$ cat src/hw/rtl/tkc_pkg.sv
// Package for the touch-key camera control block.
// Holds key window constants, key codes and the camera command type.
// No dependencies.
`default_nettype none

package tkc_pkg;

  // Shared key column on the x axis
  localparam logic [7:0] ColLo = 8'hC9;
  localparam logic [7:0] ColHi = 8'hF1;

  localparam int unsigned NumKeys = 6;

  // Per-key y windows, inclusive
  localparam logic [7:0] WinLo [NumKeys] = '{8'h17, 8'h3D, 8'h62, 8'h88, 8'hAE, 8'hD3};
  localparam logic [7:0] WinHi [NumKeys] = '{8'h33, 8'h58, 8'h7E, 8'hA4, 8'hC9, 8'hEF};

  // Key codes
  localparam logic [2:0] KeyRun    = 3'd0;
  localparam logic [2:0] KeyMode   = 3'd1;
  localparam logic [2:0] KeyForce  = 3'd2;
  localparam logic [2:0] KeyExpUp  = 3'd4;
  localparam logic [2:0] KeyExpDn  = 3'd5;
  localparam logic [2:0] NoKey     = 3'd6;

  localparam logic [2:0]  ModeForced    = 3'd4;
  localparam logic [15:0] ExposureReset = 16'h0400;
  localparam logic [15:0] StepReset     = 16'h0100;

  // Camera command codes
  typedef enum logic [1:0] {
    CmdNone  = 2'd0,
    CmdStop  = 2'd1,
    CmdStart = 2'd2,
    CmdLoad  = 2'd3
  } cam_cmd_e;

endpackage

`default_nettype wire

$ cat src/hw/rtl/touch_key_camera_control.sv
// Touch-key camera control: key decode, LED pattern, run/mode/exposure state.
// Depends on tkc_pkg.
`default_nettype none

//  channel | direction | handshake             | payload
//  --------+-----------+-----------------------+------------------------------------
//  in      | input     | in_valid_i/in_ready_o | pen_down, touch_x, touch_y, press_edge
//  out     | output    | out_valid_o/out_ready_i | key_code, led_*, camera_cmd, exposure,
//          |           |                       | mode_write, mode_value
//  cfg     | input     | cfg_valid_i/cfg_ready_o | exposure_step
//
// An event passes from the input register to the result register; one event
// is accepted every cycle unless a stalled result register holds the flow.
// Camera state updates as an event moves into the result register, so the
// next event in the input register already sees it.
// A stalled result register holds both stages; the input side stays open
// while the input register is empty or moving. Reset is asynchronous, low.
module touch_key_camera_control (
  input  wire logic        clk_i,
  input  wire logic        rst_ni,
  // event input
  input  wire logic        in_valid_i,
  output logic             in_ready_o,
  input  wire logic        pen_down_i,
  input  wire logic [7:0]  touch_x_i,
  input  wire logic [7:0]  touch_y_i,
  input  wire logic        press_edge_i,
  // result output
  output logic             out_valid_o,
  input  wire logic        out_ready_i,
  output logic [2:0]       key_code_o,
  output logic             led_write_o,
  output logic [5:0]       led_mask_o,
  output logic [1:0]       camera_cmd_o,
  output logic [15:0]      exposure_value_o,
  output logic             mode_write_o,
  output logic [2:0]       mode_value_o,
  // configuration
  input  wire logic        cfg_valid_i,
  output logic             cfg_ready_o,
  input  wire logic [15:0] cfg_data_i
);

  // Input register
  logic       s1_valid_q;
  logic       pen_q, edge_q;
  logic [7:0] x_q, y_q;

  // State
  logic        running_q, running_d;
  logic [1:0]  mode_cnt_q, mode_cnt_d;
  logic [15:0] exposure_q, exposure_d;
  logic [15:0] step_q;

  // Result register
  logic               out_valid_q;
  logic [2:0]         key_q, key_d;
  logic               led_wr_q, led_wr_d;
  logic [5:0]         led_mask_q, led_mask_d;
  tkc_pkg::cam_cmd_e  cmd_q, cmd_d;
  logic               mode_wr_q, mode_wr_d;
  logic [2:0]         mode_val_q, mode_val_d;

  logic        advance;
  logic        in_col;
  logic        hit;
  logic [16:0] exp_sum;

  // Flow control
  assign advance    = s1_valid_q && (!out_valid_q || out_ready_i);
  assign in_ready_o = !s1_valid_q || advance;
  assign cfg_ready_o = 1'b1;

  // Input register
  always_ff @(posedge clk_i or negedge rst_ni) begin
    if (!rst_ni) begin
      s1_valid_q <= 1'b0;
    end else if (in_ready_o) begin
      s1_valid_q <= in_valid_i;
    end
  end

  always_ff @(posedge clk_i) begin
    if (in_valid_i && in_ready_o) begin
      pen_q  <= pen_down_i;
      x_q    <= touch_x_i;
      y_q    <= touch_y_i;
      edge_q <= press_edge_i;
    end
  end

  // Key decode against the six y windows
  always_comb begin
    in_col     = pen_q && (x_q >= tkc_pkg::ColLo) && (x_q <= tkc_pkg::ColHi);
    hit        = 1'b0;
    key_d      = tkc_pkg::NoKey;
    led_mask_d = '0;
    if (in_col) begin
      for (int k = 0; k < tkc_pkg::NumKeys; k++) begin
        if ((y_q >= tkc_pkg::WinLo[k]) && (y_q <= tkc_pkg::WinHi[k])) begin
          hit        = 1'b1;
          key_d      = 3'(k);
          led_mask_d = 6'(1) << k;
        end
      end
    end
    led_wr_d = !in_col || hit;
  end

  // Key action on a press edge
  assign exp_sum = {1'b0, exposure_q} + {1'b0, step_q};

  always_comb begin
    running_d  = running_q;
    mode_cnt_d = mode_cnt_q;
    exposure_d = exposure_q;
    cmd_d      = tkc_pkg::CmdNone;
    mode_wr_d  = 1'b0;
    mode_val_d = '0;
    if (edge_q) begin
      case (key_d)
        tkc_pkg::KeyRun: begin
          cmd_d     = running_q ? tkc_pkg::CmdStop : tkc_pkg::CmdStart;
          running_d = !running_q;
        end
        tkc_pkg::KeyMode: begin
          mode_cnt_d = mode_cnt_q + 2'd1;
          mode_wr_d  = 1'b1;
          mode_val_d = {1'b0, mode_cnt_d};
        end
        tkc_pkg::KeyForce: begin
          mode_wr_d  = 1'b1;
          mode_val_d = tkc_pkg::ModeForced;
        end
        tkc_pkg::KeyExpUp: begin
          if (!exp_sum[16]) begin
            exposure_d = exp_sum[15:0];
          end
          cmd_d = tkc_pkg::CmdLoad;
        end
        tkc_pkg::KeyExpDn: begin
          if (exposure_q >= step_q) begin
            exposure_d = exposure_q - step_q;
          end
          cmd_d = tkc_pkg::CmdLoad;
        end
        default: begin
        end
      endcase
    end
  end

  // State and configuration
  always_ff @(posedge clk_i or negedge rst_ni) begin
    if (!rst_ni) begin
      running_q  <= 1'b1;
      mode_cnt_q <= '0;
      exposure_q <= tkc_pkg::ExposureReset;
      step_q     <= tkc_pkg::StepReset;
    end else begin
      if (advance) begin
        running_q  <= running_d;
        mode_cnt_q <= mode_cnt_d;
        exposure_q <= exposure_d;
      end
      if (cfg_valid_i && cfg_ready_o) begin
        step_q <= cfg_data_i;
      end
    end
  end

  // Result register
  always_ff @(posedge clk_i or negedge rst_ni) begin
    if (!rst_ni) begin
      out_valid_q <= 1'b0;
    end else if (advance) begin
      out_valid_q <= 1'b1;
    end else if (out_ready_i) begin
      out_valid_q <= 1'b0;
    end
  end

  always_ff @(posedge clk_i) begin
    if (advance) begin
      key_q      <= key_d;
      led_wr_q   <= led_wr_d;
      led_mask_q <= led_mask_d;
      cmd_q      <= cmd_d;
      mode_wr_q  <= mode_wr_d;
      mode_val_q <= mode_val_d;
    end
  end

  // Outputs; exposure register always holds the value after the last result
  assign out_valid_o      = out_valid_q;
  assign key_code_o       = key_q;
  assign led_write_o      = led_wr_q;
  assign led_mask_o       = led_mask_q;
  assign camera_cmd_o     = cmd_q;
  assign exposure_value_o = exposure_q;
  assign mode_write_o     = mode_wr_q;
  assign mode_value_o     = mode_val_q;

  // Assertions
  a_key_led: assert property (@(posedge clk_i) disable iff (!rst_ni)
    out_valid_q && (key_q != tkc_pkg::NoKey) |-> led_wr_q && $onehot(led_mask_q))
    else $error("decoded key without one-hot LED pattern");

  a_load_key: assert property (@(posedge clk_i) disable iff (!rst_ni)
    out_valid_q && (cmd_q == tkc_pkg::CmdLoad)
      |-> (key_q == tkc_pkg::KeyExpUp) || (key_q == tkc_pkg::KeyExpDn))
    else $error("exposure load from a non-exposure key");

  a_mode_key: assert property (@(posedge clk_i) disable iff (!rst_ni)
    out_valid_q && mode_wr_q
      |-> (key_q == tkc_pkg::KeyMode) || (key_q == tkc_pkg::KeyForce))
    else $error("mode issued from a non-mode key");

  a_exp_hold: assert property (@(posedge clk_i) disable iff (!rst_ni)
    !advance |=> $stable(exposure_q) && $stable(running_q) && $stable(mode_cnt_q))
    else $error("camera state changed without an event moving");

endmodule

`default_nettype wire
$ cat config.mk
export PLATFORM = sky130hd
export DESIGN_NAME = touch_key_camera_control
export DESIGN_NICKNAME = d
export VERILOG_FILES = /design/src/hw/rtl/tkc_pkg.sv /design/src/hw/rtl/touch_key_camera_control.sv
export SDC_FILE = /design/constraint.sdc
export NUM_CORES = 1
export LEC_CHECK = 0
export BUFFER_PORTS_ARGS = -buffer_cell sky130_fd_sc_hd__buf_4
export CORE_MARGIN = 2
export CORE_UTILIZATION = 57
export CTS_CLUSTER_SIZE = 20
export DETAILED_ROUTE_END_ITERATION = 10
export PLACE_DENSITY = 0.81
export SLEW_MARGIN = 10
export SYNTH_ARGS = -nofsm -noshare
export SYNTH_HDL_FRONTEND = slang
export SYNTH_SLANG_ARGS = --single-unit
$ cat constraint.sdc
create_clock -name clk_i -period 3.5 [get_ports clk_i]
set_input_delay 0.175 -clock clk_i [delete_from_list [all_inputs] [get_ports clk_i]]
set_output_delay 0.175 -clock clk_i [all_outputs]
set_load 0.02 [all_outputs]
Word-level counts from Yosys, hierarchy flattened
Cells that the tools add are included.
{"block": "totals", "register_bits": 71, "in_bits": 39, "wordCells": 105, "out_inout_bits": 35}
{"block": "op_classes", "order_cmp": 15, "n_eq_ne": 6, "bitwise_logic": 1, "mux": 29, "n_reduce_logical": 30, "n_addsub": 3}
{"op": "$ge 8x8->1 const B", "count": 4}
{"op": "$le 8x8->1 const B", "count": 4}
{"op": "$mux 16", "count": 2}
{"op": "$pmux 16 s2", "count": 1}
{"op": "$mux 6", "count": 5}
{"op": "$mux 3", "count": 7}
{"op": "$add 16x16->17", "count": 1}
{"op": "$ge 16x16->1", "count": 1}
{"op": "$le 8x7->1 const B", "count": 2}
{"op": "$sub 16x16->16", "count": 1}
{"op": "$mux 1", "count": 11}
{"op": "$logic_and 1x1->1", "count": 10}
{"op": "$ge 8x5->1 const B", "count": 1}
{"op": "$ge 8x6->1 const B", "count": 1}
{"op": "$ge 8x7->1 const B", "count": 1}
{"op": "$le 8x6->1 const B", "count": 1}
{"op": "$eq 3x3->1 const B", "count": 2}
{"op": "$pmux 3 s2", "count": 1}
{"op": "$reduce_and 3->1", "count": 2}
{"op": "$reduce_or 2->1", "count": 3}
{"op": "$reduce_or 6->1", "count": 1}
{"op": "$reduce_and 5->1", "count": 1}
{"op": "$reduce_or 5->1", "count": 1}
{"op": "$logic_not 1->1", "count": 4}
{"op": "12 further kinds", "count": 16}

Depth between registers and ports, before layout
Gate-level depths: netlist of run 1.
{"block": "logic_depth", "depth_word": 12, "ltp_mapped": 13, "mapped_depth_nobuf": 11}

Worst setup path before layout of run 1
Ideal clock, no wire load.
{"block": "synth_timing", "path_kind": "register -> register", "from": "register exposure_q[5], in the netlist exposure_value_o[5]", "to": "register exposure_q[11], in the netlist exposure_value_o[11]", "setup_slack_ps": 585, "setup_time_ps": 125, "required_time_ps": 3375, "path_buffers": 3, "period_less_slack_ps": 2915, "arrival_ps": 2790, "stages_incl_launch_ff": 13, "path_cell_list": "dfrtp_1 > ha_1 > buf_2 > a211oi_1 > nor2_1 > a221oi_2 > a21o_1 > a31oi_1 > o311ai_1 > a311o_1 > buf_6 > buf_8 > mux2_4"}
{"block": "synth_via", "elab_chain_len": 3, "elab_cells_between_ends": 9, "classes_between": "add/sub: 2; order compare: 1; eq/ne: 2; mux: 3; reduce/logical: 1"}
{"element": "start: declaration", "line": "touch_key_camera_control.sv:52", "rtl": "logic [15:0] exposure_q, exposure_d;"}
{"element": "start signal: assignment", "line": "touch_key_camera_control.sv:158", "rtl": "exposure_q <= tkc_pkg::ExposureReset;"}
{"element": "start signal: assignment", "line": "touch_key_camera_control.sv:164", "rtl": "exposure_q <= exposure_d;"}
{"element": "$add 16x16->17 (tied with other cells)", "line": "touch_key_camera_control.sv:111", "rtl": "assign exp_sum = {1'b0, exposure_q} + {1'b0, step_q};"}
{"element": "$ne 2x2->1 (no line) (tied with other cells)"}
{"element": "$reduce_and 5->1 (no line) / $pmux 16 s2 (equally long branches)"}
Parallel ways exist; a longest one is shown, timed or not. The select of a mux whose other input is x is not followed.
A chain may end at the register's enable or synchronous reset.

Worst setup path in the final report of run 1
{"block": "layout_timing", "from": "register exposure_q[5], in the netlist exposure_value_o[5]", "to": "register exposure_q[7], in the netlist exposure_value_o[7]"}
Same word-level chain as after synthesis.

==> qor.yml, run 1 <==
final_core_util: 0.710
fin_tns_setup_ps: 0
clock_path_buffers: 2
synth_top_area_share: 0.232
yosys_warnings: 0
fmax_mhz: 326
route.detailed.drc: 0
finalMaxSlewViolations: 0
via_per_inst: 5.61
drtIter0Drc: 122
ys_ff_latch: 71
synth_area_leader_cell: "edfxtp_1"
crit_path_end_kind: "flip-flop"
dp_cells: 586
h-tree-depth: 3
grt.overflow.total: 0
routed_wl_um: 9620
dieArea_sq_mm: 0.00845
io_pins: 74
async_flop_share: 0.521
first_global_vias: 3499
startpoint_type: "flip-flop"
whs_path_depth: 1
synth_cell_types: 72
yosysSeqAreaShare: 0.443
cts_tree: "done"
grt_max_degree: 38
wire_per_inst_um: 15.5
grt_util_all_layers: 0.247
hold_class: "input pin to flip-flop"
area_growth_pct: 22.6
ant_nets: 0
synth_area_per_cell_sq_um: 10.3
final-setup-viol-count: 0
peakVddDrop_mv: 0.255
clock_skew_ps: 18.0
cts_setup_buffers: 0
hold_path_end: "x_q[1]"
die_h_um: 91.9
num_rows: 32
p_leak_uw: 0.00249
path_class: "flip-flop to flip-flop"
synth-main-ff-cell: "edfxtp_1"
grt_pass1_wl_um: 16400
diodes: 0
ctsHoldBuffers: 19
cts_resized: 0
post-route-period-util: 0.877
port_buffers: 72
drtPass1Iterations: 5
cts.sinks: 71
clk_pin_slew_ps: 80
power_uw: 2470
stdcell_count: 621
core-area_sq_mm: 0.00761
timing.rr.end: "exposure_value_o[7]"
cts-root-buf: "clkbuf_8"
synthesis.nets: 502
cts_made_buffers: 9
hold_viol: 0
synth_area_sq_mm: 0.00441
rr_worst_depth: 10
start_util: 0.579
hpwl_um: 6830
synth_edf_count: 34
worstPathRequired_ps: 3740
max_cap_violations: 0
crit_fanout: 9
fill_cells: 599
power_density_mw_per_mm2: 458
period_needed_ps: 3070
antenna_found_initial: 0
rr_startpoint: "exposure_value_o[5]"
critPathArrivalTime_ps: 3310
rsz0062_at_grt: "no"
whs_ps: 8.41
synthCells: 429
status: "finished clean"
relSlewSlack: 0.352
worstSkewPairLatency_ps: 370
r2r_setup_slack_ps: 430
finalNetCount: 587
die_w_um: 91.9
place.gp.congestion: 0.873
drive_above_1_share: 0.231
hold_start: "touch_x_i[1]"
worstMarginPinSlew_ps: 960
vias: 3483
synthTopCellsByArea: "edfxtp_1 (23%), dfrtp_1 (19%), ha_1 (9.1%), o21ai_0 (3.0%), nand2_1 (2.9%)"
[cell usage in the layout, fill, tap and decap left out, types with 4 or more instances in the layout]
| cell | synthesis | layout |
|---|---|---|
| nor4_1 | 6 | 6 |
| mux2_1 | 6 | 6 |
| a21oi_1 | 22 | 22 |
| nand2b_1 | 8 | 8 |
| edfxtp_1 | 34 | 34 |
| dlygate4sd3_1 | 0 | 19 |
| a21o_1 | 4 | 4 |
| nand3_1 | 8 | 8 |
| nor2b_1 | 4 | 4 |
| clkbuf_8 | 0 | 9 |
| inv_1 | 33 | 33 |
| o21ai_0 | 26 | 26 |
| dfrtp_1 | 34 | 34 |
| buf_4 | 3 | 76 |
| xor2_1 | 8 | 8 |
| nor3_1 | 9 | 9 |
| a31oi_1 | 5 | 5 |
| xnor2_1 | 10 | 10 |
| and2_1 | 5 | 5 |
| nor2_1 | 29 | 29 |
| ha_1 | 32 | 32 |
| o21bai_1 | 4 | 4 |
| nand2_1 | 34 | 34 |
| mux2_4 | 8 | 8 |
| and3_1 | 4 | 4 |
[area by class of cell]
type	instances	area, sq um	area share
clock buffer	9	124	0.0229
clock inverter	7	105	0.0195
inverter	34	128	0.0236
multi-input combinational	303	2210	0.408
sequential	71	1950	0.361
tap	102	128	0.0236
timing repair buffer	95	761	0.141
[synthesized netlist by cell type, drive strengths merged (5+ instances only)]
cell type,instances
xor2,8
ha,32
clkbuf,6
inv,34
dfrtp,34
nor2,30
nand2,34
nor3,10
nand2b,8
xnor2,10
buf,15
nor4,6
a21oi,22
edfxtp,34
o21ai,28
mux2,15
nand3,8
or2,5
and2,5
a31oi,6
[power breakdown]
part	internal [uW]	total [uW]	switching, uW
sequential	953	1010	60.0
combinational	314	704	390
clock	411	757	346
total	1680	2470	796
[critical path, cell delays in order (launching register included)]
cell,delay [ps]
dfrtp_1,420
ha_1,420
a211oi_1,330
nor2_1,100
a221oi_2,390
a21o_1,170
a31oi_1,90
o311ai_1,250
a311o_1,240
buf_4,220
mux2_1,330
[flip-flops by register name, summed over array words and instances, names as in the netlist, 2 cells and up]
register,flops
exposure_value_o,16
step_q,16
x_q,8
y_q,8
led_mask_o,6
key_code_o,3
mode_value_o,3
camera_cmd_o,2
mode_cnt_q,2
[stage by stage]
step                setup WS (ps)  area (sq um)
floorplan                     585          4410
global placement              559          4980
detailed placement            483          4980
CTS                           453          5400
global route                 88.1          5400
finish                        432          5400
[worst max-delay path by stage]
stage,start,to,slack [ps],depth (start not counted)
after detailed placement,exposure_value_o[5],exposure_value_o[7],480,10
after floorplan,exposure_value_o[5],exposure_value_o[11],590,12
after global routing,exposure_value_o[5],exposure_value_o[7],90,10
after CTS,exposure_value_o[5],exposure_value_o[7],450,10
after global placement,y_q[3],exposure_value_o[12],560,9
final,exposure_value_o[5],exposure_value_o[7],430,10
[routing by layer]
metal / part of all wire / GRT usage / vias up
met5: 0 / 0 / -
met4: 0.026 / 0.111 / 0
met3: 0.050 / 0.0435 / 23
met2: 0.50 / 0.426 / 113
met1: 0.43 / 0.302 / 1652
li1: - / - / 1695
[cells by family (layout without fill, tap and decap cells)]
kind of cell	count (synthesis)	after routing	synth area share
AND/OR/NAND/NOR	131	131	0.151
AO/OA/AOI/OAI	101	101	0.161
flip-flops	71	71	0.443
buffers and inverters	55	145	0.0568
adder cells (fa/ha/maj)	34	34	0.0999
XOR/XNOR	18	18	0.0358
multiplexers	18	18	0.0520
other	1	1	0.000851
Note: power is estimated with default switching activity, not from simulation.
==> inputs of run 2 (changes only) <==
--- a/config.mk
+++ b/config.mk
@@ -5,12 +5,14 @@
 export SDC_FILE = /design/constraint.sdc
 export NUM_CORES = 1
 export LEC_CHECK = 0
+export ABC_AREA = 1
 export BUFFER_PORTS_ARGS = -buffer_cell sky130_fd_sc_hd__buf_4
 export CORE_MARGIN = 2
-export CORE_UTILIZATION = 57
+export CORE_UTILIZATION = 59
 export CTS_CLUSTER_SIZE = 20
 export DETAILED_ROUTE_END_ITERATION = 10
-export PLACE_DENSITY = 0.81
+export PLACE_DENSITY = 0.82
+export SKIP_LAST_GASP = 1
 export SLEW_MARGIN = 10
 export SYNTH_ARGS = -nofsm -noshare
 export SYNTH_HDL_FRONTEND = slang
==> qor.yml, run 2 <==
worstMarginPinSlew_ps: 643  # -317 ps
crit_fanout: 16  # +7
relSlewSlack: 0.571  # +0.219
cpMostUsedCell: "nand2_1"
routed_wl_um: 13800  # +43%
worstPathRequired_ps: 3740  # about the same
place.gp.congestion: 0.950  # +8.8%
worstSkewPairLatency_ps: 360  # about the same
yosys_warnings: 0  # unchanged
status: "finished clean"
io_pins: 74  # unchanged
port_buffers: 72  # unchanged
cts_made_buffers: 9  # unchanged
yosysSeqAreaShare: 0.365  # -0.0781
synth-main-ff-cell: "edfxtp_1"
finalMaxSlewViolations: 0  # unchanged
cts_resized: 0  # unchanged
vias: 5154  # +48%
area_growth_pct: 16.9
diodes: 0  # unchanged
drtIter0Drc: 303  # +150%
clock_path_buffers: 2  # unchanged
synthCells: 758  # +77%
synth_area_per_cell_sq_um: 7.06  # -31%
h-tree-depth: 3  # unchanged
drtPass1Iterations: 5  # unchanged
start_util: 0.611  # +0.0312
antenna_found_initial: 0  # unchanged
startpoint_type: "flip-flop"
die_w_um: 99.2  # +7.9%
final-setup-viol-count: 0  # unchanged
clock_skew_ps: 15.2  # -2.85 ps
synthTopCellsByCount: "nand2_1 (265), inv_1 (106), nor2_1 (58)"
via_per_inst: 5.43  # -3.3%
synth_cell_types: 39  # -46%
core-area_sq_mm: 0.00876  # +15%
hold_viol: 0  # unchanged
num_rows: 34  # +6.3%
max_cap_violations: 0  # unchanged
finalNetCount: 910  # +55%
first_global_vias: 5164  # +48%
synth_area_leader_cell: "edfxtp_1"
path_class: "flip-flop to flip-flop"
cts.sinks: 71  # unchanged
post_dp_cell_area_sq_mm: 0.00589  # +18%
drive_above_1_share: 0.150  # -0.0816
period_needed_ps: 2580  # -484 ps
clk_pin_slew_ps: 80  # about the same
synthTopCellsByArea: "edfxtp_1 (19%), nand2_1 (19%), dfrtp_1 (16%), ha_1 (7.5%), inv_1 (7.4%)"
fmax_mhz: 387  # +19%
slowest_delay_ps: 410  # about the same
final_area_sq_mm: 0.00625  # +16%
synth_area_sq_mm: 0.00535  # +21%
synthesis.nets: 831  # +66%
dieArea_sq_mm: 0.00985  # +17%
synth.most_common_cell: "nand2_1"
final_common_cell: "nand2_1"
rsz0062_at_grt: "no"
power_density_mw_per_mm2: 395  # -14%
grt_max_degree: 38  # unchanged
async_flop_share: 0.521  # unchanged
p_leak_uw: 0.00340  # +37%
cp_slowest_cell: "fa_1"
ys_ff_latch: 71  # unchanged
hold_class: "input pin to flip-flop"
synth_edf_count: 34  # unchanged
post-route-period-util: 0.738  # -0.138
synth_top_area_share: 0.191  # -0.0409
grt_pass1_wl_um: 23400  # +42%
ant_nets: 0  # unchanged
fin_tns_setup_ps: 0  # unchanged
route.detailed.drc: 0  # unchanged
final_cell_mix: "nand2_1 (265), inv_1 (106), buf_4 (73)"
hpwl_um: 10300  # +51%
crit_path_end_kind: "flip-flop"
cts_tree: "done"
wire_per_inst_um: 14.5  # -6.3%
die_h_um: 99.2  # +7.9%
critPathArrivalTime_ps: 2830  # -480 ps
cts-root-buf: "clkbuf_8"
peakVddDrop_mv: 0.343  # +34%
cts_setup_buffers: 0  # unchanged
grt.overflow.total: 0  # unchanged
worstPathCellList: "inv_1, ha_1, fa_1, nand3b_1, nand2_1, nand2_1, nand2_1, nand2_1, nand3_1, nand2_1, o21ai_1, nand3_4, nand2_1, nand2_1"
grt_util_all_layers: 0.294  # +0.0470
run 2: cell types whose count changed after synthesis, moves of 6 or more:
cell / previous run / this run
nand2b_1: 8 / 0
nand2_2: 0 / 13
mux2_1: 6 / 0
nand3_1: 8 / 55
inv_1: 33 / 106
nor4_1: 6 / 0
mux2_4: 8 / 0
inv_2: 1 / 7
nor2_1: 29 / 58
nand4_1: 3 / 14
nand2_1: 34 / 265
run 2: cell families after synthesis:
kind of cell | synth area share
and+or+nand+nor | 0.352
adders and majority gates | 0.0823
AOI/OAI and AO/OA | 0.0655
other | 0.000701
DFF | 0.365
buffers and inverters | 0.107
muxes | 0.00210
xor gates and xnor gates | 0.0262
run 2: where the power goes:
group          total (uW)  switching [uW]  internal, uW
combinational         838             541           297
clock                 608             347           261
sequential           1020            60.3           961
run 2: critical path, delay by kind of cell, from the launching register on:
kind | cells | cell delay (ps)
adder cells (fa/ha/maj) | 2 | 630
AO/OA/AOI/OAI | 1 | 150
AND/OR/NAND/NOR | 10 | 1220
flip-flops | 1 | 400
buffers and inverters | 1 | 60
run 2: layer usage:
| metal | share of wire | GRT usage |
|---|---|---|
| met5 | 0 | 0 |
| met2 | 0.50 | 0.521 |
| met1 | 0.40 | 0.360 |
| met4 | 0.030 | 0.107 |
| met3 | 0.069 | 0.0471 |
run 2: cell type report:
type / instances / area, sq um
clock buffers: 10 / 128
flip-flops and latches: 71 / 1950
inverters: 114 / 428
fillers: 728 / 2510
repair buffers: 92 / 738
multi-input cells: 549 / 2830
well taps: 108 / 135
clock inverters: 6 / 45.0
run 2: final timing paths:
check                                     start              endpoint  slack [ps]  depth (start not counted)
setup / recovery            exposure_value_o[0]   exposure_value_o[1]         920                         14
max in group asynchronous                rst_ni             running_q        2800                          2
hold reg to reg            exposure_value_o[10]  exposure_value_o[10]         490                          2
hold / removal                   cfg_data_i[15]            step_q[15]          30                          3
setup reg to reg            exposure_value_o[0]   exposure_value_o[1]         920                         14
min in group asynchronous                rst_ni           out_valid_o         320                          2
run 2: repair_timing:
| action | 4_1_cts | 5_1_grt |
|---|---|---|
| hold buffers | 18 | 1 |
| endpoints found under the hold margin | 51 | 1 |
| endpoints found under the setup margin | 0 | 0 |
run 2: metrics by stage:
stage	util	hold slack, ps	std cells	setup WS, ps	total power, uW
floorplan	-	-121	758	1140	1600
global placement	0.672	169	915	1050	1820
detailed placement	0.672	179	915	934	1840
CTS	0.712	0.613	949	923	2460
global route	0.713	39.9	950	664	2610
finish	0.713	25.9	950	916	2470
